===== config.mk =====
export PLATFORM = sky130hd
export DESIGN_NAME = qualified_name_scanner_core
export DESIGN_NICKNAME = d
export VERILOG_FILES = /design/src/hw/rtl/qns_pkg.sv /design/src/hw/rtl/qns_step.sv /design/src/hw/rtl/qualified_name_scanner_core.sv
export SDC_FILE = /design/constraint.sdc
export NUM_CORES = 1
export LEC_CHECK = 0
export ABC_AREA = 1
export BUFFER_PORTS_ARGS = -buffer_cell sky130_fd_sc_hd__buf_2
export CAP_MARGIN = 20
export CORE_MARGIN = 10
export CORE_UTILIZATION = 50
export CTS_CLUSTER_SIZE = 16
export DETAILED_ROUTE_END_ITERATION = 10
export PLACE_DENSITY = 0.69
export REMOVE_ABC_BUFFERS = 1
export SLEW_MARGIN = 25
export SYNTH_ARGS = -nofsm -noshare
export SYNTH_HDL_FRONTEND = slang
export SYNTH_SLANG_ARGS = --single-unit

===== constraint.sdc =====
create_clock -name clk -period 4.8 [get_ports clk]
set_clock_uncertainty 0.1 [all_clocks]
set_input_delay 0.24 -clock clk [delete_from_list [all_inputs] [get_ports clk]]
set_output_delay 0.24 -clock clk [all_outputs]
set_load 0.005 [all_outputs]

===== src/hw/rtl/qns_pkg.sv =====
`default_nettype none

package qns_pkg;

	// default clip length of one name part, in bytes
	localparam int NAME_LIMIT_DEF = 63;

	// width of the part length counter
	localparam int LEN_W = 7;

	// characters with a meaning of their own
	localparam logic [7:0] CH_QUOTE = 8'h22;
	localparam logic [7:0] CH_DOT   = 8'h2E;
	localparam logic [7:0] CH_PAREN = 8'h28;
	localparam logic [7:0] CH_DOLL  = 8'h24;
	localparam logic [7:0] CH_UNDER = 8'h5F;
	localparam logic [7:0] CH_NUL   = 8'h00;

	// status codes of a finished string
	localparam logic [2:0] ST_OK        = 3'd0;
	localparam logic [2:0] ST_SIGNATURE = 3'd1;
	localparam logic [2:0] ST_UNCLOSED  = 3'd2;
	localparam logic [2:0] ST_EMPTY_Q   = 3'd3;
	localparam logic [2:0] ST_NO_BEFORE = 3'd4;
	localparam logic [2:0] ST_NO_AFTER  = 3'd5;
	localparam logic [2:0] ST_INVALID   = 3'd6;

	typedef enum logic [2:0] {
		M_START = 3'd0,
		M_PLAIN = 3'd1,
		M_QUOTE = 3'd2,
		M_QSEEN = 3'd3,
		M_AFTER = 3'd4,
		M_DRAIN = 3'd5
	} mode_t;

	// scanner state carried from byte to byte
	typedef struct packed {
		mode_t            mode;
		logic             seen_dot;
		logic [LEN_W-1:0] part_length;
		logic [7:0]       part_count;
		logic [2:0]       verdict;
	} scan_state_t;

	// one result word
	typedef struct packed {
		logic       has_char;
		logic [7:0] name_char;
		logic [7:0] part_number;
		logic       part_end;
		logic       finished;
		logic [2:0] status;
	} result_t;

	localparam scan_state_t STATE_RESET = '{
		mode:        M_START,
		seen_dot:    1'b0,
		part_length: '0,
		part_count:  8'd0,
		verdict:     ST_OK
	};

	function automatic logic is_blank(input logic [7:0] b);
		return b == 8'h20 || b == 8'h09 || b == 8'h0A || b == 8'h0D || b == 8'h0C;
	endfunction

	function automatic logic starts_name(input logic [7:0] b);
		return b == CH_UNDER || (b >= 8'h61 && b <= 8'h7A) ||
			(b >= 8'h41 && b <= 8'h5A) || b[7];
	endfunction

	function automatic logic continues_name(input logic [7:0] b);
		return (b >= 8'h30 && b <= 8'h39) || b == CH_DOLL || starts_name(b);
	endfunction

	function automatic logic [7:0] to_lower(input logic [7:0] b);
		return (b >= 8'h41 && b <= 8'h5A) ? (b + 8'h20) : b;
	endfunction

endpackage

`default_nettype wire


===== src/hw/rtl/qns_step.sv =====
`default_nettype none

// Next-state and result logic for one input byte.
module qns_step #(
	parameter int NAME_LIMIT = qns_pkg::NAME_LIMIT_DEF
) (
	input  wire qns_pkg::scan_state_t cur,
	input  wire logic [7:0]           in_byte,
	output qns_pkg::scan_state_t      nxt,
	output logic                      res_valid,
	output qns_pkg::result_t          res
);

	localparam logic [qns_pkg::LEN_W-1:0] LIMIT   = NAME_LIMIT[qns_pkg::LEN_W-1:0];
	localparam logic [qns_pkg::LEN_W-1:0] LEN_ONE = {{(qns_pkg::LEN_W-1){1'b0}}, 1'b1};

	logic                      do_emit;
	logic [7:0]                emit_ch;
	logic [qns_pkg::LEN_W-1:0] emit_base;
	logic                      do_judge;
	logic [2:0]                judge_code;
	logic                      do_close;
	logic                      do_after;
	logic                      do_drain;
	logic                      is_nul;
	logic [7:0]                pc_inc;

	assign is_nul = in_byte == qns_pkg::CH_NUL;
	assign pc_inc = (cur.part_count != 8'hFF) ? cur.part_count + 8'd1 : cur.part_count;

	always_comb begin
		do_emit    = 1'b0;
		emit_ch    = in_byte;
		emit_base  = cur.part_length;
		do_judge   = 1'b0;
		judge_code = qns_pkg::ST_OK;
		do_close   = 1'b0;
		do_after   = 1'b0;
		do_drain   = 1'b0;
		nxt        = cur;

		// decode what this byte does in the current mode
		case (cur.mode)
			qns_pkg::M_START: begin
				if (qns_pkg::is_blank(in_byte)) begin
					// skip
				end else if (in_byte == qns_pkg::CH_QUOTE) begin
					nxt.part_length = '0;
					nxt.mode        = qns_pkg::M_QUOTE;
				end else if (qns_pkg::starts_name(in_byte)) begin
					nxt.part_length = '0;
					nxt.mode        = qns_pkg::M_PLAIN;
					emit_base       = '0;
					emit_ch         = qns_pkg::to_lower(in_byte);
					do_emit         = 1'b1;
				end else if (in_byte == qns_pkg::CH_DOT) begin
					do_judge   = 1'b1;
					judge_code = qns_pkg::ST_NO_BEFORE;
				end else begin
					do_judge   = 1'b1;
					judge_code = cur.seen_dot ? qns_pkg::ST_NO_AFTER : qns_pkg::ST_INVALID;
				end
			end
			qns_pkg::M_PLAIN: begin
				if (qns_pkg::continues_name(in_byte)) begin
					emit_ch = qns_pkg::to_lower(in_byte);
					do_emit = 1'b1;
				end else begin
					do_close = 1'b1;
				end
			end
			qns_pkg::M_QUOTE: begin
				if (in_byte == qns_pkg::CH_QUOTE) begin
					nxt.mode = qns_pkg::M_QSEEN;
				end else if (is_nul) begin
					do_judge   = 1'b1;
					judge_code = qns_pkg::ST_UNCLOSED;
				end else begin
					do_emit = 1'b1;
				end
			end
			qns_pkg::M_QSEEN: begin
				if (in_byte == qns_pkg::CH_QUOTE) begin
					// doubled quote stands for one quote
					nxt.mode = qns_pkg::M_QUOTE;
					do_emit  = 1'b1;
				end else if (cur.part_length == '0) begin
					do_judge   = 1'b1;
					judge_code = qns_pkg::ST_EMPTY_Q;
				end else begin
					do_close = 1'b1;
				end
			end
			qns_pkg::M_AFTER: begin
				do_after = 1'b1;
			end
			default: begin
				do_drain = 1'b1;
			end
		endcase

		res_valid       = 1'b0;
		res             = '0;
		res.part_number = cur.part_count;

		// character of the current part, dropped past the clip length
		if (do_emit && emit_base < LIMIT) begin
			res_valid       = 1'b1;
			res.has_char    = 1'b1;
			res.name_char   = emit_ch;
			nxt.part_length = emit_base + LEN_ONE;
		end

		// verdict found: finish on the zero byte, else hold it and drain
		if (do_judge) begin
			if (is_nul) begin
				res_valid    = 1'b1;
				res.finished = 1'b1;
				res.status   = judge_code;
				nxt          = qns_pkg::STATE_RESET;
			end else begin
				nxt.verdict = judge_code;
				nxt.mode    = qns_pkg::M_DRAIN;
			end
		end

		// draining: only the zero byte gives a word
		if (do_drain && is_nul) begin
			res_valid    = 1'b1;
			res.finished = 1'b1;
			res.status   = cur.verdict;
			nxt          = qns_pkg::STATE_RESET;
		end

		// part end moves the count on; the word keeps the old part number
		if (do_close) begin
			res_valid       = 1'b1;
			res.part_end    = 1'b1;
			nxt.part_count  = pc_inc;
			nxt.part_length = '0;
		end

		// byte after a part; a plain finish reports the cleared count
		if (do_close || do_after) begin
			if (is_nul) begin
				res_valid    = 1'b1;
				res.finished = 1'b1;
				if (do_after) begin
					res.part_number = 8'd0;
				end
				nxt = qns_pkg::STATE_RESET;
			end else if (qns_pkg::is_blank(in_byte)) begin
				nxt.mode = qns_pkg::M_AFTER;
			end else if (in_byte == qns_pkg::CH_DOT) begin
				nxt.seen_dot = 1'b1;
				nxt.mode     = qns_pkg::M_START;
			end else begin
				nxt.verdict = (in_byte == qns_pkg::CH_PAREN) ?
					qns_pkg::ST_SIGNATURE : qns_pkg::ST_INVALID;
				nxt.mode    = qns_pkg::M_DRAIN;
			end
		end
	end

endmodule

`default_nettype wire


===== src/hw/rtl/qualified_name_scanner_core.sv =====
`default_nettype none

// Qualified name scanner.
// Input channel: in_valid/in_stall with in_byte, one string byte per word; a
// zero byte ends the string. Output channel: out_valid/out_stall with
// has_char, name_char, part_number, part_end, finished and status.
// A byte that yields a result has it registered in the output register, or in
// the skid register while the output word is held; bytes that yield none
// (whitespace, quotes, clipped characters, bytes after an early verdict)
// produce no word. Throughput is one byte per cycle while in_stall is low:
// the scan state is updated by one combinational step per byte, feeding an
// output register backed by a one-word skid register.
// When the receiver stalls, the output word holds and one more result is
// caught in the skid register; in_stall rises only while that register is
// full, and drops once the output drains.
// Reset (arst_n low, asynchronous) returns the scanner to the start of a
// new string at part zero and empties both output registers.
module qualified_name_scanner_core #(
	parameter int NAME_LIMIT = qns_pkg::NAME_LIMIT_DEF
) (
	input  wire        clk,
	input  wire        arst_n,
	input  wire        in_valid,
	output logic       in_stall,
	input  wire  [7:0] in_byte,
	output logic       out_valid,
	input  wire        out_stall,
	output logic       has_char,
	output logic [7:0] name_char,
	output logic [7:0] part_number,
	output logic       part_end,
	output logic       finished,
	output logic [2:0] status
);

	qns_pkg::scan_state_t state_q;
	qns_pkg::scan_state_t state_nxt;
	logic                 res_valid;
	qns_pkg::result_t     res;
	qns_pkg::result_t     out_q;
	qns_pkg::result_t     skid_q;
	logic                 out_valid_q;
	logic                 skid_valid_q;
	logic                 in_acc;
	logic                 out_take;
	logic                 res_acc;

	qns_step #(
		.NAME_LIMIT(NAME_LIMIT)
	) u_step (
		.cur       (state_q),
		.in_byte   (in_byte),
		.nxt       (state_nxt),
		.res_valid (res_valid),
		.res       (res)
	);

	assign in_stall = skid_valid_q;
	assign in_acc   = in_valid && !skid_valid_q;
	assign out_take = out_valid_q && !out_stall;
	assign res_acc  = in_acc && res_valid;

	// scan state
	always_ff @(posedge clk or negedge arst_n) begin
		if (!arst_n) begin
			state_q <= qns_pkg::STATE_RESET;
		end else if (in_acc) begin
			state_q <= state_nxt;
		end
	end

	// output register and skid word, control
	always_ff @(posedge clk or negedge arst_n) begin
		if (!arst_n) begin
			out_valid_q  <= 1'b0;
			skid_valid_q <= 1'b0;
		end else begin
			if (out_take) begin
				out_valid_q  <= skid_valid_q || res_acc;
				skid_valid_q <= 1'b0;
			end else if (res_acc) begin
				if (out_valid_q) begin
					skid_valid_q <= 1'b1;
				end else begin
					out_valid_q <= 1'b1;
				end
			end
		end
	end

	// output register and skid word, payload
	always_ff @(posedge clk) begin
		if (out_take) begin
			if (skid_valid_q) begin
				out_q <= skid_q;
			end else if (res_acc) begin
				out_q <= res;
			end
		end else if (res_acc) begin
			if (out_valid_q) begin
				skid_q <= res;
			end else begin
				out_q <= res;
			end
		end
	end

	assign out_valid   = out_valid_q;
	assign has_char    = out_q.has_char;
	assign name_char   = out_q.name_char;
	assign part_number = out_q.part_number;
	assign part_end    = out_q.part_end;
	assign finished    = out_q.finished;
	assign status      = out_q.status;

endmodule

`default_nettype wire

# Yosys cells after proc, flatten, opt, wreduce, memory -nomap -nowiden
# Cells that the tools add are included.
[totals]
register_bits = 68
inputBits = 12
elab_cells = 180
[op_classes]
n_addsub = 3
magnitude_cmp = 7
n_eq_ne = 20
mux = 97
bitwise_logic = 1
n_reduce_logical = 33
[op_table]
columns = ["cell", "count"]
rows = [
  ["2-to-1 mux 22 bit", 8],
  ["2-to-1 mux 8 bit", 9],
  ["2-to-1 mux 3 bit", 19],
  ["2-to-1 mux 7 bit", 8],
  ["== test 8 x 6 -> 1 bit (second input constant)", 5],
  ["2-to-1 mux 1 bit", 36],
  ["== test 8 x 4 -> 1 bit (second input constant)", 4],
  ["2-to-1 mux 15 bit", 2],
  ["one-hot mux 3 bit (3 select lines)", 2],
  [">= comparator 8 x 7 -> 1 bit (second input constant)", 2],
  ["<= comparator 8 x 7 -> 1 bit (second input constant)", 2],
  ["2-to-1 mux 16 bit", 1],
  ["2-to-1 mux 4 bit", 4],
  ["one-hot mux 8 bit (2 select lines)", 1],
  ["logical OR 1 bit", 11],
  ["inequality test 5 x 1 -> 1 bit (second input constant)", 2],
  ["2-to-1 mux 9 bit", 1],
  ["adder 8 x 1 -> 8 bit (second input constant)", 1],
  ["adder 8 x 6 -> 8 bit (second input constant)", 1],
  ["== test 8 x 7 -> 1 bit (second input constant)", 1],
  [">= comparator 8 x 6 -> 1 bit (second input constant)", 1],
  ["<= comparator 8 x 6 -> 1 bit (second input constant)", 1],
  ["logical AND 1 bit", 8],
  ["zero test 8 bit", 1],
  ["other kinds (23)", 30],
]

# Depth between registers and ports, before layout
[depth]
depth_word = 22
mapped_depth = 20
ltp_nobuf = 19

# Modules after synthesis
# From an unflattened synthesis, not the netlist that was laid out.
[unflattened]
cells_unflattened = 531
hier_area_um2 = 4172.8
[by_module_without_submodules]
columns = ["mod", "n_inst", "cells_each", "area_per_inst_um2", "seq_area_each_um2"]
rows = [
  ["qualified_name_scanner_core", 1, 226, 2645.0, 1921.8],
  ["qns_step", 1, 305, 1527.7, 0.0],
]

# Worst setup path after synthesis
# Ideal clock, no wire load.
[synth_path]
kind = "register to register"
start = "register state_q[20] (netlist bit)"
end = "register out_q, in the netlist finished (enable)"
t_arrival_ns = 2.791
required_time_ns = 4.292
slack_ns = 1.501
stages_incl_launch_ff = 12
n_path_buf = 0
synth_period_minus_slack_ns = 3.299
cell_sequence = "dfrtp_1 -> nor2_1 -> inv_1 -> nor2_2 -> nand4_1 -> o21ai_1 -> nand2_1 -> nand2_1 -> nor2_1 -> nand2_1 -> nand2_1 -> a21oi_1"
[synth_between]
elab_chain_cells = 14
word_cells_on_any_way = 27
classes_between = "order compare (1); eq/ne (4); mux (13); reduce/logical (9)"
[synth_rtl]
columns = ["element", "line", "rtl"]
rows = [
  ["start: declaration", "qualified_name_scanner_core.sv:36", "qns_pkg::scan_state_t state_q;"],
  ["start signal: assignment", "qualified_name_scanner_core.sv:66", "state_q <= qns_pkg::STATE_RESET;"],
  ["start signal: assignment", "qualified_name_scanner_core.sv:68", "state_q <= state_nxt;"],
  ["zero test 3 bit", "qns_step.sv:43", "case (cur.mode)"],
  ["2-to-1 mux 7 bit", "qns_step.sv:43", ""],
  ["less-than comparator 7 x 6 -> 1 bit", "qns_step.sv:107", "if (do_emit && emit_base < LIMIT) begin"],
  ["logical AND 1 bit", "qns_step.sv:107", ""],
  ["2-to-1 mux 1 bit", "qns_step.sv:107", ""],
  ["2-to-1 mux 1 bit", "qns_step.sv:116", "if (is_nul) begin"],
  ["2-to-1 mux 1 bit", "qns_step.sv:115", "if (do_judge) begin"],
  ["2-to-1 mux 1 bit", "qns_step.sv:128", "if (do_drain && is_nul) begin"],
  ["2-to-1 mux 1 bit", "qns_step.sv:136", "if (do_close) begin"],
  ["2-to-1 mux 1 bit", "qns_step.sv:145", "if (is_nul) begin"],
  ["2-to-1 mux 1 bit *", "qns_step.sv:144", "if (do_close || do_after) begin"],
  ["logical AND 1 bit *", "qualified_name_scanner_core.sv:61", "assign res_acc = in_acc && res_valid;"],
  ["nonzero test 2 bit (no source line)", "--", ""],
  ["AND reduction 3 bit (no source line) *", "--", ""],
  ["end signal: assignment", "qualified_name_scanner_core.sv:95", "out_q <= skid_q;"],
  ["end signal: assignment", "qualified_name_scanner_core.sv:97", "out_q <= res;"],
  ["end signal: assignment", "qualified_name_scanner_core.sv:103", "out_q <= res;"],
  ["end: declaration", "qualified_name_scanner_core.sv:40", "qns_pkg::result_t out_q;"],
]
# Every way passes the cells marked *; elsewhere a longest branch is shown, timed or not.
# A chain may end at the register's enable or synchronous reset.

# Final worst setup path
[layout_path]
start = "register state_q[20] (netlist bit)"
end = "register out_q, in the netlist name_char[1] (enable)"
# The elaborated chain is that of the path after synthesis.

==> impl_metrics.tcl <==
set metrics [dict create \
    wl_per_cell_um 13.57 \
    fillerInstances 720 \
    critPathSlowestCell "dfrtp_1" \
    gp_congestion 0.9116 \
    synth-seq-cells 68 \
    antennaDiodeCount 0 \
    setup.worst_path.class "flip-flop to flip-flop" \
    drt-initial-drc-count 211 \
    startpoint_type "flip-flop" \
    stdcell_count 637 \
    synth_fa_ha_area_frac 0.01283 \
    ys_seq_area_frac 0.4928 \
    grt_max_degree 25 \
    synth_edf_count 44 \
    cellPowerDensity_nw_per_um2 515.5 \
    drive_above_1_share 0.1495 \
    grt.overflow.total 0 \
    clk_path_buf_depth 2 \
    num_io_pins 36 \
    tightest_slew_ns 0.7872 \
    start_util 0.5100 \
    rows 32 \
    avgSynthCellArea_um2 7.992 \
    tns_ns 0 \
    cts_root_buffer "clkbuf_8" \
    period_minus_slack_ns 3.068 \
    synth_mux_area_frac 0 \
    timing.reg2reg.setup_slack_ns 1.73 \
    worstPathArrival_ns 2.98 \
    ant_nets 0 \
    grt_pass1_wl_um 14710 \
    die_w_um 108.3 \
    ff2ff_path_depth 12 \
    ctsResizeCount 0 \
    synthToLayoutAreaGrowth_pct 12.74 \
    relSlewSlack 0.4739 \
    status "finished clean" \
    dp_hpwl_um 6371 \
    power_frac_clock 0.216 \
    pwr-share-seq 0.401 \
    post-cts-setup-buffer-count 0 \
    min_path_cells 3 \
    timing.rr.start "state_q[20]" \
    vias_per_cell 5.201 \
    cts-hold-fix-buffers 1 \
    fmax_mhz 326.0 \
    fin_crit_sh 0.6392 \
    path_common_cell "nand2_1" \
    synth_area_um2 3900 \
    stdcell_area_um2 4397 \
    internal-power_uw 1369 \
    grt_antenna_before_repair 0 \
    netSwitchingFraction 0.3959 \
    rsz0062_at_grt "no" \
    synth_ff_type "edfxtp_1" \
    finalHoldViolCount 0 \
    cts.clk_slew.worst_paths_ns 0.09 \
    grt_usage 0.1540 \
    drtPass1Iterations 5 \
    max_stage_delay_ns 0.41 \
    first_global_vias 3163 \
    maxSlewViolCount 0 \
    synth-simple-area-share 0.3276 \
    synth_top_family_by_area "simple AND/OR/NAND/NOR gates" \
    p_leak_uw 0.002002 \
    io_buffers 35 \
    place_area_um2 4179 \
    synth-xor-area-share 0.01572 \
    comb_power_share 0.382 \
    cts_sinks 68 \
    ys_types 36 \
    synthArstFlopShare 0.3529 \
    ir_drop_uv 245.5 \
    reg2reg_to "name_char[1]" \
    cts-buffers-inserted 9 \
    worstHoldPathType "primary input to flip-flop" \
    tritoncts "yes" \
    setup_viol 0 \
    die_h_um 108.3 \
    die_area_um2 11730 \
    cp-endpoint "name_char[1]" \
    vias 3313 \
    synth_compound_area_frac 0.08726 \
    insertion_delay_ns 0.34 \
    p_sw_uw 897.5 \
    core_um2 7647 \
    cts-htree-levels 3 \
    final_nets 546 \
    cp-end-kind "flip-flop" \
    cp_max_fo 22 \
    crit_chain "nor2_1 -> inv_1 -> nor2_2 -> nand4_1 -> o21ai_1 -> nand2_1 -> nand2_1 -> nor2_1 -> nand2_1 -> nand2_1 -> a21oi_2 -> buf_4" \
    drv_cap 0 \
    drc_errors 0 \
    holdWs_ns 0.09255 \
    dp_cells 620 \
    synthCells 488 \
    cp.required_ns 4.72 \
    synthesis.yosys.warnings 0 \
    crit_start "state_q[20]" \
    routed_wirelength_um 8646 \
]
## power by group through the flow
stage / clock network [uW] / logic, uW / registers, uW
2_1_floorplan: 0 / 608 / 920
3_3_place_gp: 0 / 858 / 920
3_5_place_dp: 0 / 863 / 922
4_1_cts: 500 / 869 / 910
5_1_grt: 530 / 1010 / 928
6_report: 490 / 867 / 910
## Yosys cell counts, drive strengths merged (4+ instances only)
master | number | area [um2]
a21oi | 11 | 66.32
clkbuf | 5 | 18.77
dfrtp | 24 | 600.6
edfxtp | 44 | 1321
ha | 4 | 50.05
inv | 51 | 191.4
nand2 | 155 | 611.8
nand3 | 50 | 277.8
nand3b | 4 | 30.03
nand4 | 4 | 25.02
nor2 | 60 | 247.7
nor3 | 8 | 45.04
o21ai | 45 | 225.2
xor2 | 6 | 52.55
## critical path: cells and delay by family (launching register included)
family / cells / cell delay [ns]
buffers and inverters: 2 / 0.45
flip-flops: 1 / 0.41
AO/OA/AOI/OAI: 2 / 0.48
AND/OR/NAND/NOR: 8 / 1.30
## cells in the final DEF, fill, tap and decap left out, types with 7 or more instances in the layout
cell type,n
nand2_1,149
nor2_1,55
nand3_1,46
inv_1,44
edfxtp_1,44
buf_2,35
o21ai_0,33
dfrtp_1,24
o21ai_1,12
a21oi_1,9
clkbuf_8,9
nor3_1,7
inv_2,7
## worst min-delay path by stage
stage | startpoint | to
final | out_stall | in_stall
after global routing | out_stall | in_stall
after CTS | out_stall | in_stall
after detailed placement | arst_n | in_stall
after global placement | arst_n | out_valid
after floorplan | arst_n | in_stall
## per-layer routing
layer  vias to the layer above  GRT usage  part of all wire
met5                         -          0                 0
met2                        85     0.2487              0.47
met4                         0    0.05085             0.011
met1                      1525     0.2020              0.46
met3                         7    0.03212             0.054
li1                       1696          -                 -
## state kept, by name, indices dropped and copies added (netlist names)
signal and cells:
part_number 8, name_char 8, state_q 22, skid_q 22, part_end 1, finished 1
in_stall 1, status 3, out_valid 1, has_char 1
## cell type report
type                            instances  area (um2)  area share
Sequential cell                        68        1922      0.4371
Multi-Input combinational cell        359        1733      0.3941
Timing Repair Buffer                   39       207.7     0.04724
Inverter                               53       198.9     0.04525
Tap cell                              102       127.6     0.02903
Clock buffer                            9       123.9     0.02817
Clock inverter                          7       83.83     0.01907
## cells by family (layout without fill, tap and decap cells)
family	Yosys count	in the layout
xor+xnor	7	7
simple gates	285	285
fa+ha+maj	4	4
buf+inv	61	108
compound gates	63	63
flops	68	68
## metrics by stage
| step | setup WS [ns] | util | total power (uW) |
|---|---|---|---|
| 2_1_floorplan | 1.342 | - | 1528 |
| 3_5_place_dp | 1.735 | 0.5465 | 1785 |
| 6_report | 1.732 | 0.5749 | 2267 |
| 3_3_place_gp | 1.834 | 0.5465 | 1778 |
| 4_1_cts | 1.714 | 0.5749 | 2280 |
| 5_1_grt | 1.368 | 0.5749 | 2468 |
Note: power is estimated with default switching activity, not from simulation.
